## config.mk

```make
export PLATFORM = sky130hd
export DESIGN_NAME = dedup_fifo_queue
export DESIGN_NICKNAME = d
export VERILOG_FILES = /design/src/rtl/core/dfq_pkg.sv /design/src/rtl/core/dedup_fifo_queue.sv /design/src/rtl/core/dfq_ram.sv /design/src/rtl/core/dfq_ctrl.sv /design/src/rtl/core/dfq_dp.sv
export SDC_FILE = /design/constraint.sdc
export NUM_CORES = 1
export LEC_CHECK = 0
export ABC_AREA = 0
export BUFFER_PORTS_ARGS = -buffer_cell sky130_fd_sc_hd__buf_2
export CAP_MARGIN = 20
export CORE_UTILIZATION = 62
export DETAILED_ROUTE_END_ITERATION = 8
export GPL_TIMING_DRIVEN = 0
export PLACE_DENSITY_LB_ADDON = 0.05
export SETUP_SLACK_MARGIN = 0.2
export SYNTH_ARGS = -nofsm -noshare
export SYNTH_HDL_FRONTEND = slang
export SYNTH_SLANG_ARGS = --single-unit
```

## constraint.sdc

```tcl
create_clock -name clk -period 5 [get_ports clk]
set_input_delay 1 -clock clk [delete_from_list [all_inputs] [get_ports clk]]
set_output_delay 1 -clock clk [all_outputs]
set_load 0.02 [all_outputs]
```

## src/rtl/core/dfq_pkg.sv

```systemverilog
// dfq_pkg: shared types, codes and helpers for the deduplicating fifo queue
// depends on nothing; imported by every module of the block but dfq_ram
`default_nettype none

package dfq_pkg;

	// sizing
	localparam int QUEUE_DEPTH = 16;
	localparam int KEY_BITS    = 16;
	localparam int PTR_W       = (QUEUE_DEPTH > 1) ? $clog2(QUEUE_DEPTH) : 1;
	localparam int CNT_W       = $clog2(QUEUE_DEPTH + 1);
	localparam int OP_W        = 2;
	localparam int STAT_W      = 2;

	typedef logic [PTR_W-1:0]    ptr_t;
	typedef logic [CNT_W-1:0]    cnt_t;
	typedef logic [KEY_BITS-1:0] key_t;

	// request operation codes
	typedef enum logic [OP_W-1:0] {
		OP_PUSH        = 2'd0,
		OP_PUSH_UNIQUE = 2'd1,
		OP_REMOVE      = 2'd2,
		OP_POP         = 2'd3
	} dfq_op_t;

	// result status codes
	typedef enum logic [STAT_W-1:0] {
		STAT_DONE    = 2'd0,
		STAT_PRESENT = 2'd1,
		STAT_FULL    = 2'd2,
		STAT_ABSENT  = 2'd3
	} dfq_stat_t;

	// controller states
	typedef enum logic [1:0] {
		S_IDLE,
		S_SCAN,
		S_POP_RD,
		S_APPLY
	} dfq_state_t;

	// controller to datapath
	typedef struct packed {
		logic load;
		logic scan;
		logic pop_rd;
		logic apply;
	} dfq_cmd_t;

	// datapath to controller
	typedef struct packed {
		logic scan_done;
		logic out_free;
	} dfq_sts_t;

	// circular slot of the entry at an offset from the head
	function automatic ptr_t slot_of(ptr_t head, cnt_t offset);
		logic [CNT_W:0] sum;
		sum = (CNT_W+1)'(head) + (CNT_W+1)'(offset);
		if (sum >= (CNT_W+1)'(QUEUE_DEPTH)) begin
			sum = sum - (CNT_W+1)'(QUEUE_DEPTH);
		end
		return sum[PTR_W-1:0];
	endfunction

endpackage

`default_nettype wire

```

## src/rtl/core/dedup_fifo_queue.sv

```systemverilog
// dedup_fifo_queue: top level of the deduplicating fifo queue
// depends on dfq_pkg, dfq_ctrl, dfq_dp (and dfq_ram below it)
//
// An order-keeping queue of up to 16 keys held in a small ram with registered
// read. One request is worked at a time and gives exactly one result. A push
// goes from the accepting idle state to the apply state, which writes the
// output register; a pop first passes the ram read state. A push-if-absent or
// a keyed removal walks every held entry, one ram read per cycle with the
// compare in the cycle after each read, before it reaches the apply state;
// the removal compacts the survivors in the same walk. A new request is
// accepted in the cycle after the previous result is written to the output
// register, even while that result is still stalled downstream. A finished
// request whose result finds the output register still stalled waits until
// it frees. The store needs no clearing after reset: only values read from
// held entries are used.
`default_nettype none

module dedup_fifo_queue (
	input  wire logic                         clk,
	input  wire logic                         arst_n,
	input  wire logic                         in_valid,
	output logic                              in_stall,
	input  wire logic [dfq_pkg::OP_W-1:0]     op,
	input  wire logic [dfq_pkg::KEY_BITS-1:0] key,
	output logic                              out_valid,
	input  wire logic                         out_stall,
	output logic [dfq_pkg::STAT_W-1:0]        status,
	output logic [dfq_pkg::KEY_BITS-1:0]      front_value,
	output logic [dfq_pkg::CNT_W-1:0]         removed_count,
	output logic [dfq_pkg::CNT_W-1:0]         occupancy
);
	import dfq_pkg::*;

	dfq_cmd_t cmd;
	dfq_sts_t sts;

	dfq_ctrl u_ctrl (
		.clk     (clk),
		.arst_n  (arst_n),
		.in_valid(in_valid),
		.op      (op),
		.in_stall(in_stall),
		.sts     (sts),
		.cmd     (cmd)
	);

	dfq_dp u_dp (
		.clk          (clk),
		.arst_n       (arst_n),
		.op           (op),
		.key          (key),
		.cmd          (cmd),
		.sts          (sts),
		.out_valid    (out_valid),
		.out_stall    (out_stall),
		.status       (status),
		.front_value  (front_value),
		.removed_count(removed_count),
		.occupancy    (occupancy)
	);

endmodule

`default_nettype wire

```

## src/rtl/core/dfq_ram.sv

```systemverilog
// dfq_ram: generic one-write one-read ram with registered read data
// depends on nothing
`default_nettype none

module dfq_ram #(
	parameter int WIDTH = 16,
	parameter int DEPTH = 16
) (
	input  wire logic                                     clk,
	input  wire logic                                     we,
	input  wire logic [((DEPTH > 1) ? $clog2(DEPTH) : 1)-1:0] waddr,
	input  wire logic [WIDTH-1:0]                         wdata,
	input  wire logic                                     re,
	input  wire logic [((DEPTH > 1) ? $clog2(DEPTH) : 1)-1:0] raddr,
	output logic      [WIDTH-1:0]                         rdata
);

	logic [WIDTH-1:0] mem_q [DEPTH];

	// write port
	always_ff @(posedge clk) begin
		if (we) begin
			mem_q[waddr] <= wdata;
		end
	end

	// registered read port, holds when not enabled
	always_ff @(posedge clk) begin
		if (re) begin
			rdata <= mem_q[raddr];
		end
	end

endmodule

`default_nettype wire

```

## src/rtl/core/dfq_ctrl.sv

```systemverilog
// dfq_ctrl: request sequencer of the deduplicating fifo queue
// depends on dfq_pkg
`default_nettype none

module dfq_ctrl (
	input  wire logic              clk,
	input  wire logic              arst_n,
	input  wire logic              in_valid,
	input  wire logic [dfq_pkg::OP_W-1:0] op,
	output logic                   in_stall,
	input  wire dfq_pkg::dfq_sts_t sts,
	output dfq_pkg::dfq_cmd_t      cmd
);
	import dfq_pkg::*;

	dfq_state_t state_q;
	dfq_state_t state_nxt;

	// state register
	always_ff @(posedge clk or negedge arst_n) begin
		if (!arst_n) begin
			state_q <= S_IDLE;
		end else begin
			state_q <= state_nxt;
		end
	end

	// next state and commands
	always_comb begin
		state_nxt = state_q;
		cmd       = '0;
		in_stall  = 1'b1;
		unique case (state_q)
			S_IDLE: begin
				in_stall = 1'b0;
				if (in_valid) begin
					cmd.load = 1'b1;
					unique case (dfq_op_t'(op))
						OP_PUSH:        state_nxt = S_APPLY;
						OP_PUSH_UNIQUE: state_nxt = S_SCAN;
						OP_REMOVE:      state_nxt = S_SCAN;
						OP_POP:         state_nxt = S_POP_RD;
						default:        state_nxt = S_APPLY;
					endcase
				end
			end
			S_SCAN: begin
				cmd.scan = 1'b1;
				if (sts.scan_done) begin
					state_nxt = S_APPLY;
				end
			end
			S_POP_RD: begin
				cmd.pop_rd = 1'b1;
				state_nxt  = S_APPLY;
			end
			S_APPLY: begin
				// wait for room in the result register
				if (sts.out_free) begin
					cmd.apply = 1'b1;
					state_nxt = S_IDLE;
				end
			end
			default: state_nxt = S_IDLE;
		endcase
	end

endmodule

`default_nettype wire

```

## src/rtl/core/dfq_dp.sv

```systemverilog
// dfq_dp: datapath of the deduplicating fifo queue: pointers, scan, result register
// depends on dfq_pkg and dfq_ram
`default_nettype none

module dfq_dp (
	input  wire logic                         clk,
	input  wire logic                         arst_n,
	input  wire logic [dfq_pkg::OP_W-1:0]     op,
	input  wire logic [dfq_pkg::KEY_BITS-1:0] key,
	input  wire dfq_pkg::dfq_cmd_t            cmd,
	output dfq_pkg::dfq_sts_t                 sts,
	output logic                              out_valid,
	input  wire logic                         out_stall,
	output logic [dfq_pkg::STAT_W-1:0]        status,
	output logic [dfq_pkg::KEY_BITS-1:0]      front_value,
	output logic [dfq_pkg::CNT_W-1:0]         removed_count,
	output logic [dfq_pkg::CNT_W-1:0]         occupancy
);
	import dfq_pkg::*;

	// request and queue state
	dfq_op_t op_q;
	key_t    key_q;
	ptr_t    head_q;
	cnt_t    count_q;

	// scan state
	cnt_t rd_q;
	cnt_t wr_q;
	cnt_t removed_q;
	logic found_q;
	logic valid_s1;

	// result register
	logic      out_valid_q;
	dfq_stat_t status_q;
	key_t      front_q;
	cnt_t      removed_out_q;
	cnt_t      occ_q;

	// ram ports
	logic we;
	ptr_t waddr;
	key_t wdata;
	logic re;
	ptr_t raddr;
	key_t rdata;

	logic      rd_issue;
	logic      hit;
	logic      scan_wr;
	logic      full;
	logic      push_ok;
	dfq_stat_t res_status;
	key_t      res_front;
	cnt_t      res_removed;
	cnt_t      new_count;
	ptr_t      new_head;

	dfq_ram #(
		.WIDTH(KEY_BITS),
		.DEPTH(QUEUE_DEPTH)
	) u_store (
		.clk  (clk),
		.we   (we),
		.waddr(waddr),
		.wdata(wdata),
		.re   (re),
		.raddr(raddr),
		.rdata(rdata)
	);

	// scan: issue one read a cycle, compare it in the cycle after
	assign rd_issue = cmd.scan && (rd_q != count_q);
	assign hit      = valid_s1 && (rdata == key_q);
	assign scan_wr  = cmd.scan && valid_s1 && !hit && (op_q == OP_REMOVE);

	// append condition at the end of a push
	assign full    = (count_q == CNT_W'(QUEUE_DEPTH));
	assign push_ok = cmd.apply && !full
		&& ((op_q == OP_PUSH) || ((op_q == OP_PUSH_UNIQUE) && !found_q));

	// ram port muxing; compaction writes trail the reads
	assign re    = rd_issue || cmd.pop_rd;
	assign raddr = cmd.pop_rd ? head_q : slot_of(head_q, rd_q);
	assign we    = scan_wr || push_ok;
	assign waddr = scan_wr ? slot_of(head_q, wr_q) : slot_of(head_q, count_q);
	assign wdata = scan_wr ? rdata : key_q;

	assign sts.scan_done = (rd_q == count_q) && !valid_s1;
	assign sts.out_free  = !out_valid_q || !out_stall;

	// result of the finished request
	always_comb begin
		res_status  = STAT_DONE;
		res_front   = '0;
		res_removed = '0;
		new_count   = count_q;
		new_head    = head_q;
		unique case (op_q)
			OP_PUSH: begin
				if (full) begin
					res_status = STAT_FULL;
				end else begin
					new_count = count_q + 1'b1;
				end
			end
			OP_PUSH_UNIQUE: begin
				if (found_q) begin
					res_status = STAT_PRESENT;
				end else if (full) begin
					res_status = STAT_FULL;
				end else begin
					new_count = count_q + 1'b1;
				end
			end
			OP_REMOVE: begin
				res_removed = removed_q;
				new_count   = wr_q;
				if (removed_q == '0) begin
					res_status = STAT_ABSENT;
				end
			end
			OP_POP: begin
				if (count_q == '0) begin
					res_status = STAT_ABSENT;
				end else begin
					res_front = rdata;
					new_count = count_q - 1'b1;
					new_head  = slot_of(head_q, CNT_W'(1));
				end
			end
			default: res_status = STAT_DONE;
		endcase
	end

	// request capture
	always_ff @(posedge clk) begin
		if (cmd.load) begin
			op_q  <= dfq_op_t'(op);
			key_q <= key;
		end
	end

	// scan counters
	always_ff @(posedge clk or negedge arst_n) begin
		if (!arst_n) begin
			rd_q      <= '0;
			wr_q      <= '0;
			removed_q <= '0;
			found_q   <= 1'b0;
			valid_s1  <= 1'b0;
		end else begin
			valid_s1 <= rd_issue;
			if (cmd.load) begin
				rd_q      <= '0;
				wr_q      <= '0;
				removed_q <= '0;
				found_q   <= 1'b0;
			end else begin
				if (rd_issue) begin
					rd_q <= rd_q + 1'b1;
				end
				if (cmd.scan && hit) begin
					found_q   <= 1'b1;
					removed_q <= removed_q + 1'b1;
				end
				if (scan_wr) begin
					wr_q <= wr_q + 1'b1;
				end
			end
		end
	end

	// queue pointers
	always_ff @(posedge clk or negedge arst_n) begin
		if (!arst_n) begin
			head_q  <= '0;
			count_q <= '0;
		end else if (cmd.apply) begin
			head_q  <= new_head;
			count_q <= new_count;
		end
	end

	// result register valid
	always_ff @(posedge clk or negedge arst_n) begin
		if (!arst_n) begin
			out_valid_q <= 1'b0;
		end else if (cmd.apply) begin
			out_valid_q <= 1'b1;
		end else if (!out_stall) begin
			out_valid_q <= 1'b0;
		end
	end

	// result register payload
	always_ff @(posedge clk) begin
		if (cmd.apply) begin
			status_q      <= res_status;
			front_q       <= res_front;
			removed_out_q <= res_removed;
			occ_q         <= new_count;
		end
	end

	assign out_valid     = out_valid_q;
	assign status        = status_q;
	assign front_value   = front_q;
	assign removed_count = removed_out_q;
	assign occupancy     = occ_q;

endmodule

`default_nettype wire

```

==> impl_summary.md <==
Status
The run finished with clean final reports.

Clock tree
After clock tree synthesis, the clock-pin slew on the worst setup and hold paths is 0.06 ns. The later pin in the worst-skew pair is clocked with a latency of ~0.52 ns. The tree built by TritonCTS fans out to 347 sinks. The H-tree depth is 2. The tree is rooted in a sky130_fd_sc_hd__clkbuf_16. The longest clock path from root to sink contains 3 buffers. The number of buffers created by CTS is 37.

The TritonCTS clock tree is done. Buffers inserted to repair hold after CTS numbered 0.

Timing
Between clock sinks in the finished design, the worst skew comes to 0.0197 ns. Setup violations remaining at the end of the flow were counted as 0. The relative max-transition margin is around a third. The highest clock rate is ~210 MHz. The final number of hold-violating endpoints is 0.

Across all setup checks in the final design, the least slack found is 0.337 ns. The transition time at the pin with the least slew margin is 0.974 ns. The final clock period utilization by the worst path is 93.3%. Setup repair after global routing could not meet its margin everywhere. The final hold slack is 0.531 ns. The number of max-slew violations in the final report is 0. Counting I/O delays and the setup requirement, the final critical path takes 4.66 ns.

Floorplan
Pin placement for this block handled 52 I/O pins. The core region is 23400 sq um. The floorplan step set the die width to approximately 160 microns. The initial cell density of the core is 63.0%. The total number of placement rows is 56. From bottom edge to top edge, the die measures ~160 microns. The die covers 24400 sq um.

Worst hold path
The source of the worst hold timing path is u_dp.out_valid$_DFFE_PN0P_. The worst-case hold path end point is u_dp.out_valid$_DFFE_PN0P_. Counting instances, the worst hold path has a depth of 2. The min-delay analysis places its worst path in the category register to register.

Setup path
STA puts the critical path data required time at between 5 and 6 ns. The cell at the slowest stage of the critical path is sky130_fd_sc_hd__o21bai_2. The worst setup path is launched from a register. Counting cells, the worst reg-to-reg path comes to 14. STA puts the critical path data arrival time at roughly 5 ns. By instance count, the cell type seen most on the critical path is sky130_fd_sc_hd__and3_1. In this run the worst path has a maximum fanout of 13. Traced cell by cell, the critical path runs through xor2_1, nor4_1, and4_1, buf_4, nor2_1, buf_2, o21ai_0, ha_1, and3_1, or3_1, and3_1, o21bai_2, a21oi_2, buf_8. In this run the critical register-to-register path is launched from u_dp.u_store.rdata[5]$_DFFE_PP_. In this run the critical register-to-register path is captured at u_dp.u_store.mem_q[7][3]$_DFFE_PP_. The critical path class is register to register.

The reg-to-reg setup timing slack is 0.34 ns. The largest stage delay on the critical path is 0.72 ns. The worst setup path is captured at a register.

Final layout
Cells fill 72.4% of the core in the end. The most common cell after layout, fill and taps aside is sky130_fd_sc_hd__edfxtp_1. The layout net count is between 1000 and 1500.

The repair_antennas step left the layout with diodes totalling 0. Fill cells in the final layout number 1588. In the layout the commonest cells are sky130_fd_sc_hd__edfxtp_1, sky130_fd_sc_hd__nand2_1, sky130_fd_sc_hd__nand3_1.

Of the cells placed in the final design, the portion with a size suffix greater than 1 is 14.5%. The layout overhead on the synthesized area is 15.0%.

GRT
Entering global routing, the biggest net connects 38 pins. For this run the aggregate overflow at the end of global routing stands at 0. The number of global-route vias before repair is a little over 9000.

The total global routing track utilization is 29.6%. The initial antenna violation count is 0. The first global-routing pass estimated 52700 microns of wire.

Synthesis
The portion of synthesized area spent on multiplexers is 3.26%. After synthesis, the share of flip-flops with an asynchronous set or reset is between 8 and 9%. The post-synthesis share of cell area spent on and, or, nand and nor gates is 16.9%. The synthesized-area fraction occupied by ao, oa, aoi and oai cells is 3.65%. The share of the Yosys chip area taken by registers is between 60% and 70%. Counting flops with a built-in enable in the synthesized netlist gives 318.

A synthesized cell averages 12.8 sq um. Of the total synthesized cell area, the portion taken by full adders, half adders and majority gates is 1.97%. The largest family of logic cells by synthesized area is simple AND/OR/NAND/NOR gates. The synthesized netlist cell count is 1156.

The count of different cell masters after synthesis is 60. The total standard cell area after synthesis is 14700 sq um. The number of nets in the synthesized netlist is 1200.

The dominant register cell in the synthesized netlist is sky130_fd_sc_hd__edfxtp_1. The post-synthesis xor/xnor area fraction is 2.23%. The Yosys step of the flow raised 0 warnings. The number of register bits inferred by synthesis is 347.

Detailed routing
Dividing the detail-routed wire length by the instance count gives 21.6 microns. For this block, the via count after detailed routing is 9567. After the first detailed-routing iteration, the DRC count stood at 921. After detailed routing, the number of vias per cell comes to 5.94. Before antenna repair, the detailed router went through 8 iterations. The residual antenna-violating net count after detailed routing is 0. After detailed routing, the number of remaining DRC violations is 0. The final layout contains routed wiring with a total length of 34800 microns.

Placement
The global placer's final weighted congestion is between 0.9 and 1. Input and output buffers added on the ports amount to 51. The half-perimeter wire length after placement is 23900 microns. The setup slack at placement is 0.104 ns.

Job
Max-cap violations in this run came to 0.
-- Yosys cell counts (4+ instances only) --
cell type / n / share of area, %
sky130_fd_sc_hd__o21ai_0: 15 / 0.51
sky130_fd_sc_hd__mux2i_1: 21 / 1.4
sky130_fd_sc_hd__xor2_1: 23 / 1.4
sky130_fd_sc_hd__or3_1: 4 / 0.17
sky130_fd_sc_hd__and2_1: 24 / 1.0
sky130_fd_sc_hd__nand2b_1: 5 / 0.21
sky130_fd_sc_hd__buf_2: 7 / 0.24
sky130_fd_sc_hd__clkbuf_1: 42 / 1.1
sky130_fd_sc_hd__nand3_1: 145 / 4.9
sky130_fd_sc_hd__nor2_1: 14 / 0.36
sky130_fd_sc_hd__mux2_2: 23 / 1.8
sky130_fd_sc_hd__nand2_1: 282 / 7.2
sky130_fd_sc_hd__nand4_1: 35 / 1.5
sky130_fd_sc_hd__xnor2_1: 12 / 0.71
sky130_fd_sc_hd__edfxtp_1: 318 / 65
sky130_fd_sc_hd__buf_1: 8 / 0.20
sky130_fd_sc_hd__nor4_1: 6 / 0.25
sky130_fd_sc_hd__o21a_1: 4 / 0.20
sky130_fd_sc_hd__a21oi_1: 31 / 1.1
sky130_fd_sc_hd__o211ai_1: 5 / 0.25
sky130_fd_sc_hd__a21boi_0: 4 / 0.20
sky130_fd_sc_hd__nor3_1: 4 / 0.14
sky130_fd_sc_hd__inv_1: 22 / 0.56
sky130_fd_sc_hd__dfrtp_1: 29 / 4.9
sky130_fd_sc_hd__ha_1: 20 / 1.7
-- registers in the layout (all words and copies together) (netlist names), 2 cells and up --
register,count
u_dp.op_q,2
u_dp.key_q,16
u_dp.front_value,16
u_dp.head_q,4
u_dp.removed_count,5
u_dp.occupancy,5
u_dp.u_store.rdata,16
u_dp.status,2
u_dp.u_store.mem_q,256
u_dp.rd_q,5
u_dp.wr_q,5
u_dp.removed_q,5
u_dp.count_q,5
u_ctrl.state_q,2
-- metal layers --
layer | vias up | part of all wire (%) | global-route usage [%]
met5 | - | 0 | 0
met4 | 0 | 5.0 | 16.0
met3 | 103 | 9.3 | 5.89
met2 | 459 | 45 | 44.4
met1 | 4588 | 41 | 40.9
li1 | 4417 | - | -
-- final cells by class --
class	instances	area, sq um	area share (%)
multi-input cells	726	4260	25.2
clock inverters	21	180	1.06
clock buffers	43	970	5.72
repair buffers	72	523	3.09
inverters	22	82.6	0.487
well taps	319	399	2.35
plain buffers	61	258	1.52
flip-flops and latches	347	10300	60.6
-- repair_timing --
| action | CTS | global route |
|---|---|---|
| setup buffers | 0 | 7 |
| endpoints found under the setup margin | 90 | 115 |
| pin swaps | 0 | 5 |
| gates resized for setup | 2 | 11 |
-- through the flow --
| step | TNS [ns] | cells | instance area, sq um |
|---|---|---|---|
| after global routing | 0 | 1611 | 17000 |
| after CTS | 0 | 1604 | 16800 |
| after floorplan | 0 | 1156 | 14700 |
| final | 0 | 1611 | 17000 |
| after global placement | -73.08 | 1526 | 15400 |
| after detailed placement | 0 | 1540 | 15700 |
-- critical path, delay by kind of cell, from the launching register on --
family                   cells  cell delay [ns]
AND/OR/NAND/NOR              6             1.54
AO/OA/AOI/OAI                3             1.30
adder cells (fa/ha/maj)      1             0.33
flip-flops                   1             0.44
XOR/XNOR                     1             0.18
buffers and inverters        3             0.61
-- worst max-delay path by stage --
stage	slack, ns	to	from
after CTS	0.23	u_dp.u_store.mem_q[5][1]$_DFFE_PP_	u_dp.key_q[6]$_DFFE_PP_
final	0.34	u_dp.u_store.mem_q[7][3]$_DFFE_PP_	u_dp.u_store.rdata[5]$_DFFE_PP_
after floorplan	0.83	u_dp.u_store.mem_q[3][0]$_DFFE_PP_	u_dp.key_q[14]$_DFFE_PP_
after global placement	-0.62	u_dp.u_store.mem_q[1][5]$_DFFE_PP_	u_dp.key_q[6]$_DFFE_PP_
after detailed placement	0.10	u_dp.u_store.mem_q[9][3]$_DFFE_PP_	u_dp.key_q[6]$_DFFE_PP_
after global routing	0.09	u_dp.u_store.mem_q[7][6]$_DFFE_PP_	u_dp.u_store.rdata[5]$_DFFE_PP_
-- cell families (layout without fill, tap and decap cells) --
group                    count (synthesis)  in the layout
AND/OR/NAND/NOR                        539            539
flip-flops                             347            347
AO/OA/AOI/OAI                           84             84
buffers and inverters                   83            219
multiplexers                            45             45
XOR/XNOR                                36             36
adder cells (fa/ha/maj)                 22             22
Power is not shown: default switching activity piles up to over one toggle a cycle in this logic, so the estimate is an artifact.
